### src/rtl/gna_pkg.sv
`timescale 1ns / 1ps
// Shared constants, codes and controller/datapath interface types for the grid average block.
package gna_pkg;

  // Grid geometry
  localparam int MAX_ROWS    = 32;
  localparam int MAX_COLS    = 64;
  localparam int ROW_W       = $clog2(MAX_ROWS);
  localparam int COL_W       = $clog2(MAX_COLS);
  localparam int CELL_AW     = ROW_W + COL_W;
  localparam int ADDR_W      = CELL_AW + 1;
  localparam int STORE_DEPTH = 2 * MAX_ROWS * MAX_COLS;

  // Scan counters reach one position past the grid on each axis
  localparam int SR_W = ROW_W + 1;
  localparam int SC_W = COL_W + 1;

  // Field widths
  localparam int CMD_W     = 2;
  localparam int VAL_W     = 16;
  localparam int LEVEL_W   = 2;
  localparam int NR_W      = 6;
  localparam int NC_W      = 7;
  localparam int CFG_IDX_W = 1;
  localparam int CFG_DAT_W = 7;

  // Region registers after reset
  localparam int ROWS_RESET = 25;
  localparam int COLS_RESET = 61;

  // Q1.15 one
  localparam int ONE_Q15 = 32768;

  // Arithmetic widths: column sum of three, window sum of nine, reciprocal product
  localparam int VS_W   = VAL_W + 1;
  localparam int HS_W   = VAL_W + 3;
  localparam int MUL_W  = 20;
  localparam int PROD_W = HS_W + MUL_W;
  localparam int TRI_W  = VAL_W + 2;

  // Exact floor division by 3 and 9 for dividends below 2^19
  localparam logic [MUL_W-1:0] RECIP3 = MUL_W'(699051);
  localparam int               SHIFT3 = 21;
  localparam logic [MUL_W-1:0] RECIP9 = MUL_W'(932068);
  localparam int               SHIFT9 = 23;

  // Register indexes of the configuration port
  localparam logic [CFG_IDX_W-1:0] REG_ROWS = 1'b0;
  localparam logic [CFG_IDX_W-1:0] REG_COLS = 1'b1;

  typedef enum logic [CMD_W-1:0] {
    CMD_WRITE = 2'd0,
    CMD_READ  = 2'd1,
    CMD_STEP  = 2'd2
  } cmd_t;

  // Source of the pending result
  typedef enum logic [1:0] {
    CAP_ZERO,
    CAP_WRITE,
    CAP_READ,
    CAP_STEP
  } cap_t;

  typedef struct packed {
    logic clear_en;
    logic wr_cell;
    logic scan_start;
    logic scan_en;
    logic bank_flip;
    logic cap_en;
    cap_t cap_sel;
    logic load_out;
  } dp_cmd_t;

  typedef struct packed {
    logic clear_last;
    logic scan_last;
    logic pipe_busy;
  } dp_stat_t;

endpackage

### src/rtl/gna_ctrl.sv
`timescale 1ns / 1ps
// Controller: command sequencing, clearing pass, step sweep and result hand-off.
module gna_ctrl import gna_pkg::*; (
  input  logic             clk,
  input  logic             rst,
  input  logic             in_valid,
  output logic             in_stall,
  input  logic [CMD_W-1:0] cmd,
  output logic             out_valid,
  input  logic             out_stall,
  output dp_cmd_t          ctl,
  input  dp_stat_t         stat
);

  typedef enum logic [2:0] {
    ST_CLEAR,
    ST_IDLE,
    ST_READ,
    ST_SCAN,
    ST_DRAIN,
    ST_DELIVER
  } state_t;

  state_t state, state_next;
  logic   accept;
  logic   out_free;

  assign in_stall = (state != ST_IDLE);
  assign accept   = in_valid && (state == ST_IDLE);
  assign out_free = !out_valid || !out_stall;

  // Decode state into datapath commands
  always_comb begin
    state_next  = state;
    ctl         = '0;
    ctl.cap_sel = CAP_ZERO;
    case (state)
      ST_CLEAR: begin
        ctl.clear_en = 1'b1;
        if (stat.clear_last) begin
          state_next = ST_IDLE;
        end
      end
      ST_IDLE: begin
        if (accept) begin
          case (cmd_t'(cmd))
            CMD_WRITE: begin
              ctl.wr_cell = 1'b1;
              ctl.cap_en  = 1'b1;
              ctl.cap_sel = CAP_WRITE;
              state_next  = ST_DELIVER;
            end
            CMD_READ: begin
              state_next = ST_READ;
            end
            CMD_STEP: begin
              ctl.scan_start = 1'b1;
              state_next     = ST_SCAN;
            end
            default: begin
              ctl.cap_en  = 1'b1;
              ctl.cap_sel = CAP_ZERO;
              state_next  = ST_DELIVER;
            end
          endcase
        end
      end
      ST_READ: begin
        ctl.cap_en  = 1'b1;
        ctl.cap_sel = CAP_READ;
        state_next  = ST_DELIVER;
      end
      ST_SCAN: begin
        ctl.scan_en = 1'b1;
        if (stat.scan_last) begin
          state_next = ST_DRAIN;
        end
      end
      ST_DRAIN: begin
        if (!stat.pipe_busy) begin
          ctl.bank_flip = 1'b1;
          ctl.cap_en    = 1'b1;
          ctl.cap_sel   = CAP_STEP;
          state_next    = ST_DELIVER;
        end
      end
      ST_DELIVER: begin
        if (out_free) begin
          ctl.load_out = 1'b1;
          state_next   = ST_IDLE;
        end
      end
      default: begin
        state_next = ST_IDLE;
      end
    endcase
  end

  // Hold state and output valid
  always_ff @(posedge clk) begin
    if (rst) begin
      state     <= ST_CLEAR;
      out_valid <= 1'b0;
    end else begin
      state <= state_next;
      if (ctl.load_out) begin
        out_valid <= 1'b1;
      end else if (!out_stall) begin
        out_valid <= 1'b0;
      end
    end
  end

endmodule

### config.mk
export PLATFORM = sky130hd
export DESIGN_NAME = gna_ctrl
export DESIGN_NICKNAME = d
export VERILOG_FILES = /design/src/rtl/gna_pkg.sv /design/src/rtl/gna_ctrl.sv
export SDC_FILE = /design/constraint.sdc
export NUM_CORES = 1
export LEC_CHECK = 0
export BUFFER_PORTS_ARGS = -buffer_cell sky130_fd_sc_hd__buf_2
export CAP_MARGIN = 30
export CORE_AREA = 8 8 45 47
export DETAILED_ROUTE_END_ITERATION = 10
export DIE_AREA = 0 0 53 55
export PLACE_DENSITY = 0.7
export SETUP_SLACK_MARGIN = 0.1
export SLEW_MARGIN = 20
export SYNTH_ARGS = -nofsm -noshare
export SYNTH_HDL_FRONTEND = slang
export SYNTH_SLANG_ARGS = --single-unit
### constraint.sdc
create_clock -name clk -period 1.3 [get_ports clk]
set_clock_uncertainty 0.1 [all_clocks]
set_input_delay 0.065 -clock clk [delete_from_list [all_inputs] [get_ports clk]]
set_output_delay 0.065 -clock clk [all_outputs]
set_load 0.005 [all_outputs]
## Word-level counts from Yosys, hierarchy flattened

Cells that the tools add are included.

| word-level totals | value |
|---|---|
| output and inout bits | 11 |
| input bits | 9 |
| word-level logic and storage cells | 46 |
| register bits | 4 |

| operators by class | value |
|---|---|
| multiplexer cells | 22 |
| eq/ne operators | 14 |
| reductions and logical operators | 8 |

Operators with widths:

| cell | number |
|---|---|
| 3-bit 2-to-1 mux | 6 |
| 3-bit case mux with 6 select lines | 1 |
| 3-bit case mux with 2 select lines | 2 |
| 2-bit != test, second input constant | 5 |
| 1-bit 2-to-1 mux | 9 |
| 3-bit case mux with 3 select lines | 1 |
| 3-bit by 2-bit equality test with 1-bit output, second input constant | 2 |
| 3-bit equality test, second input constant | 2 |
| 5-bit AND reduction | 1 |
| 2-bit 2-to-1 mux | 2 |
| 4-bit 2-to-1 mux | 1 |
| 3-bit by 1-bit equality test with 1-bit output, second input constant | 1 |
| 3-bit zero test | 1 |
| 3-bit by 1-bit != test with 1-bit output, second input constant | 1 |
| 2-bit by 1-bit equality test with 1-bit output, second input constant | 1 |
| 2-bit equality test, second input constant | 1 |
| 1-bit zero test | 2 |
| 2-bit zero test | 1 |
| 2-bit by 1-bit != test with 1-bit output, second input constant | 1 |
| 2-bit OR reduction | 1 |
| 1-bit logical AND | 1 |
| 1-bit logical OR | 1 |

## Longest topological paths before layout

Gate-level depths: netlist of run 1.

| logic depth | value |
|---|---|
| depth in word-level cells | 5 |
| gate-level depth with buffers | 6 |
| gate-level depth less buffers | 6 |

## Least setup slack after synthesis of run 1

No wires, ideal clock.

| timing path | value |
|---|---|
| path kind | flip-flop to flip-flop |
| from | reg state[0] |
| to | reg state[0] |
| required time | 1.083 ns |
| setup slack | 0.117 ns |
| buffers on the path | 1 |
| period minus slack after synthesis | 1.183 ns |
| arrival time | 0.966 ns |
| library setup time | 0.117 ns |
| cell stages (with the launch flop) | 6 |
| path through | dfxtp_1 buf_6 and4bb_1 a21oi_2 and4bb_1 nor3_2 |

| on the way | value |
|---|---|
| longest elaborated chain between the ends | 4 |
| elaborated cells on any way between the ends | 14 |
| classes of those cells | eq/ne (10); mux (1); reduce/logical (3) |

RTL lines:

| item | line | RTL |
|---|---|---|
| from (decl) | gna_ctrl.sv:24 | `state_t state, state_next;` |
| from (signal assigned) | gna_ctrl.sv:105 | `state <= state_next;` |
| 3-bit by 1-bit equality test with 1-bit output | gna_ctrl.sv:29, gna_ctrl.sv:37 |  |
| 1-bit logical AND | gna_ctrl.sv:29 | `assign accept = in_valid && (state == ST_IDLE);` |
| 2-bit != test (no line) | n/a |  |
| 5-bit AND reduction (no line) | n/a |  |

Several ways; a longest one is shown, not always the timed one.
A chain may end at the register's enable or synchronous reset.

==> results.txt, run 1 <==
----------------------------------------------------
[Final layout]
  Layout Nets ... 101
  Antenna diode count ... 0
  Area Overhead vs Synth ... 60.3%
  Share of post-route cells with drive strength above 1 ... 54.0%

[STA]
  Maximum clock frequency ... 720 MHz
  Hold Fails Final Rpt ... 0
  Max-slew violation count ... 0
  Unrepaired setup endpoints after global routing ... true
  Summed negative setup slack over all endpoints ... -0.372 ns
  Post-route setup slack ... -0.0896 ns
  Post-route minimum period ... roughly 1.4 ns
  Slew margin rel. ... 85.2%
  Setup-failing EPs final ... 7
  Actual slew at the worst max-slew pin ... 0.220 ns
  Period Utilization, post-route ... 107%

[Detailed routing]
  Routed wire per std cell ... 12.7 um
  Post-route DRC ... 0
  Antenna Violating Nets Remaining ... 0
  Via count ... 505
  DRC violation total after the first TritonRoute iteration ... 4
  TritonRoute pass-1 iters ... 3
  Vias/cell ... 4.90
  Total wire length after detailed routing ... 1.31 mm

[Worst setup path]
  CP Cell Sequence ... buf_12, nor3b_4, nand2_1, o22ai_1, buf_2
  Critical Path Fanout Max ... 6
  Reg2reg path depth ... 5
  CP required ... approximately 1.1 ns
  R2R Setup Slk ... -0.04 ns
  Last element of the critical path ... ctl[3]
  Crit. End Element ... output port
  Endpoint of the most critical register-to-register path ... state[1]
  Max stage delay cell, worst path ... sky130_fd_sc_hd__dfxtp_4
  Critical Path Source ... state[2]
  Data arrival at the endpoint of the critical path ... 1.22 ns
  Setup Crit Path Kind ... flop to output port
  Delay of the slowest critical-path stage ... 0.34 ns
  Crit path launch type ... flop
  Start of the worst register-to-register path ... state[2]

[CTS]
  H-tree depth ... 1
  Sinks on Clock Net ... 4
  Master cell of the clock root buffer ... sky130_fd_sc_hd__clkbuf_4
  TritonCTS clock tree ... yes
  Latest clock arrival within the worst-skew pair ... 0.23 ns
  Num CTS Buffers ... 3
  Clock transition at the registers of the reported paths ... approximately 0.04 ns
  Number of buffers on the longest clock path ... 2

[Synth]
  Number of flops mapped to enable cells by yosys ... 0
  Cell area after synthesis ... between 400 and 500 um^2
  Number of distinct standard cells referenced by the synthesized netlist ... 27
  Post-synth top area share ... 18.3%
  Yosys reg bits ... 4
  Yosys Warn Count ... 0
  Synth Area per Inst ... 7.68 um^2
  Synthesized netlist net count ... just under 70
  Sequential-to-total area share from yosys stat ... 18.3%
  Cell accounting for the most synthesized area ... sky130_fd_sc_hd__dfxtp_1
  Synth Flop Type ... sky130_fd_sc_hd__dfxtp_1
  Proportion of synthesized flip-flops having asynchronous set or reset ... 0%
  Gate Count Post-Synth ... 57
  Most used standard cell by instance count after synthesis ... sky130_fd_sc_hd__nand2_1
  Most frequent cells after synthesis ... sky130_fd_sc_hd__nand2_1 (7), sky130_fd_sc_hd__nor2_1 (6), sky130_fd_sc_hd__a21oi_1 (5)
  Largest cells by area after synthesis ... sky130_fd_sc_hd__dfxtp_1 (18%), sky130_fd_sc_hd__ha_1 (8.6%), sky130_fd_sc_hd__nand2_1 (6.0%), sky130_fd_sc_hd__a21oi_1 (5.7%), sky130_fd_sc_hd__and4bb_1 (5.7%)

[Power and ir drop]
  Total Power ... 0.591 mW
  Maximum vdd drop ... 0.516 mV
  Power density relative to cell area ... ~840 nW/um^2
  Static leakage ... ~0.36 nW

[Die]
  Die Span Y ... between 50 and 60 um
  Width of the chip ... 53 um
  Top-Level Pins ... 20
  Row cnt ... 14
  Die outline area ... about 3000 um^2
  Effective utilization at floorplan ... 31.6%
  Core region area ... 1380 um^2

[Global routing]
  Wire length of the first global-routing pass ... 1.94 mm
  GRT Overall Usage ... 8.64%
  Vias in the first global route ... 462
  Largest net degree at the start of global routing ... 12
  Total gr overflow ... 0
  Antenna violations before repair ... 0

[Placement]
  Count of buffers from port buffering ... 19
  Post-DP HPWL ... 893 um
  Placer's final routability congestion estimate ... 0.909

[Run]
  Max-cap violation count ... 0

[Status]
  Failing checks ... negative setup slack
  Run status ... finished, violations left

[Hold path]
  Path class of the lowest-slack min-delay path ... input pin to flop

----------------------------------------------------
## repair_timing
item / 4_1_cts / 5_1_grt
hold endpoints to repair: 4 / 0
setup buffers: 5 / 3
hold buffers: 1 / 0
endpoints found under the setup margin: 13 / 13
gates resized for setup: 9 / 9
pin swaps: 5 / 4
## worst min-delay path by stage
| stage | from | endpoint | slack (ns) | cells past startpoint |
|---|---|---|---|---|
| 2_1_floorplan | rst | out_valid | 0.03 | 1 |
| 3_3_place_gp | rst | out_valid | 0.21 | 2 |
| 3_5_place_dp | rst | state[0] | 0.21 | 2 |
| 4_1_cts | out_stall | out_valid | 0.03 | 3 |
| 5_1_grt | out_stall | out_valid | 0.06 | 3 |
| 6_report | out_stall | out_valid | 0.04 | 3 |
## metal layers
layer	GRT usage, %	vias to the layer above	wire length [um]
li1	-	261	-
met1	9.74	227	577
met2	14.5	15	662
met3	2.41	2	56
met4	4.74	0	15
met5	0	-	0
## cell type report
cell class	count	area, um^2
Tap cell	16	20.0
Multi-Input combinational cell	44	332
Inverter	5	18.8
Sequential cell	4	91.3
Timing Repair Buffer	31	218
Clock buffer	3	22.5
Fill cell	143	682
## worst max-delay path, delay by kind of cell, from the launching register on
kind | cells | cell delay [ns]
DFF | 1 | 0.34
AOI/OAI and AO/OA | 1 | 0.10
and+or+nand+nor | 2 | 0.28
buffers and inverters | 2 | 0.26
## placed cells by master, fill, tap and decap left out, types with 2 or more instances in the layout
cell type / instances
sky130_fd_sc_hd__nor2b_1: 2
sky130_fd_sc_hd__buf_4: 7
sky130_fd_sc_hd__ha_1: 3
sky130_fd_sc_hd__a21oi_1: 3
sky130_fd_sc_hd__buf_2: 18
sky130_fd_sc_hd__nor3_2: 3
sky130_fd_sc_hd__nand2_1: 6
sky130_fd_sc_hd__buf_6: 4
sky130_fd_sc_hd__and4bb_1: 2
sky130_fd_sc_hd__clkbuf_4: 3
sky130_fd_sc_hd__a21oi_2: 3
sky130_fd_sc_hd__nor2_1: 6
sky130_fd_sc_hd__inv_1: 4
sky130_fd_sc_hd__and3_1: 3
sky130_fd_sc_hd__dfxtp_4: 3
## metrics by stage
step                hold slack, ns  cell area (um^2)  cells  utilization [%]  setup WS (ns)
finish                      0.0407               702    103             50.7        -0.0896
global route                0.0562               702    103             50.7         -0.188
CTS                         0.0256               653    100             47.2        -0.0986
detailed placement           0.214               556     91             40.1        -0.0682
global placement             0.212               556     91             40.1        -0.0551
floorplan                   0.0341               438     57                -          0.117
## sequential cells by signal, summed over array words and instances, names as in the netlist
signal and flops:
state 3, out_valid 1
## power by group
group	total, mW	switching (mW)	internal [mW]
clock	0.149	0.0465	0.103
combinational	0.285	0.128	0.157
sequential	0.157	0.0207	0.136
total	0.591	0.195	0.396
## logic make-up after synthesis
| family | count (synthesis) | share of synthesized area [%] |
|---|---|---|
| AO/OA/AOI/OAI | 11 | 17.7 |
| adder cells (fa/ha/maj) | 3 | 8.57 |
| buffers and inverters | 9 | 11.7 |
| flip-flops | 4 | 18.3 |
| multiplexers | 1 | 2.29 |
| AND/OR/NAND/NOR | 29 | 41.4 |
No activity file was read; power rests on OpenSTA's default activity.
==> run 2, diff against run 1 <==
Settings changed: ABC_AREA set to 1, CTS_BUF_LIST set to sky130_fd_sc_hd__clkbuf_4, PLACE_DENSITY 0.7 to 0.66.
==> results.txt, run 2 <==
----------------------------------------------------
[Final layout]
  Highest-count cells in the layout ignoring fill and taps ... sky130_fd_sc_hd__buf_2 (19), sky130_fd_sc_hd__inv_1 (10), sky130_fd_sc_hd__buf_4 (9) (was sky130_fd_sc_hd__buf_2 (18), sky130_fd_sc_hd__buf_4 (7), sky130_fd_sc_hd__nor2_1 (6), sky130_fd_sc_hd__nand2_1 (6))
  Antenna diode count ... 0 (unchanged)
  Top Registers ... state x3, out_valid x1 (unchanged)
  Area Overhead vs Synth ... 77.4% (was 60.3%)
  Share of post-route cells with drive strength above 1 ... 65.3% (was 54.0%)
  Register with the most flip-flops ... state (unchanged)
  Layout Nets ... 109 (was 101)
  Max reg flops ... 3 (unchanged)
  Most common library cell in the layout ignoring fill and taps ... sky130_fd_sc_hd__buf_2 (unchanged)

[Worst setup path]
  Crit path launch type ... flop (unchanged)
  Setup Crit Path Kind ... flop to flop (was flop to output port)
  Crit. End Element ... flop (was output port)
  Data arrival at the endpoint of the critical path ... 1.34 ns (was 1.22 ns)
  CP required ... 1.31 ns (was 1.13 ns)
  Critical Path Fanout Max ... 4 (was 6)

[Die]
  Width of the chip ... 53 um (unchanged)
  Die outline area ... 2920 um^2 (unchanged)
  Row cnt ... 14 (unchanged)
  Effective utilization at floorplan ... 28.0% (was 31.6%)
  Top-Level Pins ... 20 (unchanged)
  Core region area ... 1380 um^2 (unchanged)
  Die Span Y ... 55 um (unchanged)

[Detailed routing]
  Via count ... 489 (was 505)
  Routed wire per std cell ... 11.0 um (was 12.7 um)
  Vias/cell ... 4.41 (was 4.90)
  DRC violation total after the first TritonRoute iteration ... 3 (was 4)
  Post-route DRC ... 0 (unchanged)
  TritonRoute pass-1 iters ... 2 (was 3)
  Antenna Violating Nets Remaining ... 0 (unchanged)
  Total wire length after detailed routing ... 1.22 mm (was 1.31 mm)

[STA]
  Maximum clock frequency ... 752 MHz (was 720 MHz)
  Max-slew violation count ... 0 (unchanged)
  Actual slew at the worst max-slew pin ... 0.189 ns (was 0.220 ns)
  Post-route minimum period ... 1.33 ns (was 1.39 ns)
  Hold Worst Slack ... 0.0592 ns (was 0.0407 ns)
  Post-route setup slack ... -0.0296 ns (was -0.0896 ns)
  Setup-failing EPs final ... 5 (was 7)
  Hold Fails Final Rpt ... 0 (unchanged)
  Unrepaired setup endpoints after global routing ... true (unchanged)
  Period Utilization, post-route ... 102% (was 107%)
  Slew margin rel. ... 87.3% (was 85.2%)

[Synth]
  Sequential-to-total area share from yosys stat ... 20.6% (was 18.3%)
  Gate Count Post-Synth ... 62 (was 57)
  Number of flops mapped to enable cells by yosys ... 0 (unchanged)
  Largest cells by area after synthesis ... sky130_fd_sc_hd__dfxtp_1 (21%), sky130_fd_sc_hd__inv_1 (14%), sky130_fd_sc_hd__ha_1 (9.7%), sky130_fd_sc_hd__nand2_1 (7.7%), sky130_fd_sc_hd__nor2_1 (6.8%) (was sky130_fd_sc_hd__dfxtp_1 (18%), sky130_fd_sc_hd__ha_1 (8.6%), sky130_fd_sc_hd__nand2_1 (6.0%), sky130_fd_sc_hd__a21oi_1 (5.7%), sky130_fd_sc_hd__and4bb_1 (5.7%))
  Synth Flop Type ... sky130_fd_sc_hd__dfxtp_1 (unchanged)
  Yosys Warn Count ... 0 (unchanged)
  Cell accounting for the most synthesized area ... sky130_fd_sc_hd__dfxtp_1 (unchanged)
  Yosys reg bits ... 4 (unchanged)
  Most used standard cell by instance count after synthesis ... sky130_fd_sc_hd__inv_1 (was sky130_fd_sc_hd__nand2_1)
  Synthesized netlist net count ... 74 (was 69)
  Proportion of synthesized flip-flops having asynchronous set or reset ... 0% (unchanged)
  Synth Area per Inst ... 6.26 um^2 (was 7.68 um^2)
  Number of distinct standard cells referenced by the synthesized netlist ... 16 (was 27)
  Cell area after synthesis ... 388 um^2 (was 438 um^2)
  Most frequent cells after synthesis ... sky130_fd_sc_hd__inv_1 (14), sky130_fd_sc_hd__nand2_1 (8), sky130_fd_sc_hd__nor2_1 (7) (was sky130_fd_sc_hd__nand2_1 (7), sky130_fd_sc_hd__nor2_1 (6), sky130_fd_sc_hd__a21oi_1 (5))
  Post-synth top area share ... 20.6% (was 18.3%)

[Global routing]
  Antenna violations before repair ... 0 (unchanged)
  Total gr overflow ... 0 (unchanged)
  Wire length of the first global-routing pass ... 1.86 mm (was 1.94 mm)
  Vias in the first global route ... 487 (was 462)
  Largest net degree at the start of global routing ... 7 (was 12)
  GRT Overall Usage ... 8.63% (was 8.64%)

[Power and ir drop]
  Power density relative to cell area ... 1200 nW/um^2 (was 843 nW/um^2)
  Static leakage ... 0.383 nW (was 0.363 nW)
  Maximum vdd drop ... 0.552 mV (was 0.516 mV)

[Placement]
  Post-DP HPWL ... 888 um (was 893 um)
  Worst setup slack after placement ... 0.00402 ns (was -0.0682 ns)
  Count of buffers from port buffering ... 19 (unchanged)
  Placer's final routability congestion estimate ... 0.852 (was 0.909)

[Status]
  Failing checks ... negative setup slack (unchanged)
  Run status ... finished, violations left (unchanged)

[CTS]
  TritonCTS clock tree ... yes (unchanged)
  Number of buffers on the longest clock path ... 2 (unchanged)
  Latest clock arrival within the worst-skew pair ... 0.23 ns (about the same)
  Clock transition at the registers of the reported paths ... 0.04 ns (about the same)
  Master cell of the clock root buffer ... sky130_fd_sc_hd__clkbuf_4 (unchanged)
  Num CTS Buffers ... 3 (unchanged)
  Sinks on Clock Net ... 4 (unchanged)
  H-tree depth ... 1 (unchanged)

[Run]
  Max-cap violation count ... 0 (unchanged)

[Hold path]
  Path class of the lowest-slack min-delay path ... input pin to flop (unchanged)

----------------------------------------------------
run 2: critical path, cell delays in order, from the launching register on:
cell and delay [ns]:
sky130_fd_sc_hd__dfxtp_4 0.35, sky130_fd_sc_hd__inv_2 0.08, sky130_fd_sc_hd__nand3_2 0.09, sky130_fd_sc_hd__buf_4 0.16, sky130_fd_sc_hd__nor2_2 0.16, sky130_fd_sc_hd__nor2_4 0.08, sky130_fd_sc_hd__a21oi_1 0.14, sky130_fd_sc_hd__nor2_1 0.06
run 2: area by class of cell:
class                           count  area (um^2)
Clock buffer                        3         22.5
Sequential cell                     4         91.3
Inverter                           15         58.8
Fill cell                         145          696
Tap cell                           16         20.0
Timing Repair Buffer               30          184
Multi-Input combinational cell     43          312
run 2: repair_timing:
action,in CTS,in global routing
resized for setup,17,10
setup buffers,6,2
pin swaps,2,2
endpoints found under the setup margin,11,13
hold buffers,1,0
endpoints found under the hold margin,2,0
run 2: power by group:
part / switching, mW / internal, mW
Combinational: 0.243 / 0.232
Clock: 0.0443 / 0.103
Sequential: 0.0480 / 0.157
run 2: kinds of logic (layout without fill, tap and decap cells):
logic type | Yosys count | in the layout | synth area share [%]
AND/OR/NAND/NOR | 31 | 31 | 42.9
buffers and inverters | 15 | 48 | 14.5
AO/OA/AOI/OAI | 9 | 9 | 12.3
flip-flops | 4 | 4 | 20.6
adder cells (fa/ha/maj) | 3 | 3 | 9.68
run 2: through the flow:
stage	instance area (um^2)	TNS [ns]	std cells	util (%)	total power, mW
after floorplan	388	0	62	-	0.382
after global placement	518	0	99	37.4	0.497
after detailed placement	518	0	99	37.4	0.503
after CTS	637	-0.138	109	46.0	0.779
after global routing	688	-0.645	111	49.7	0.900
final	688	-0.0838	111	49.7	0.827
run 2: per-layer routing:
metal	vias to the layer above	GRT usage [%]	wire length [um]
met5	-	0	0
met4	0	6.47	6
met3	2	2.67	106
met2	11	15.2	659
met1	218	8.36	443
li1	258	-	-
run 2: path summary, 6_finish.rpt:
| kind | endpoint | cells after the start | slack [ns] | from |
|---|---|---|---|---|
| worst max-delay path | state[0] | 7 | -0.03 | state[1] |
| worst min-delay path | out_valid | 3 | 0.06 | out_stall |
| worst max register to register | state[0] | 7 | -0.03 | state[1] |
| worst min register to register | out_valid | 2 | 0.43 | out_valid |
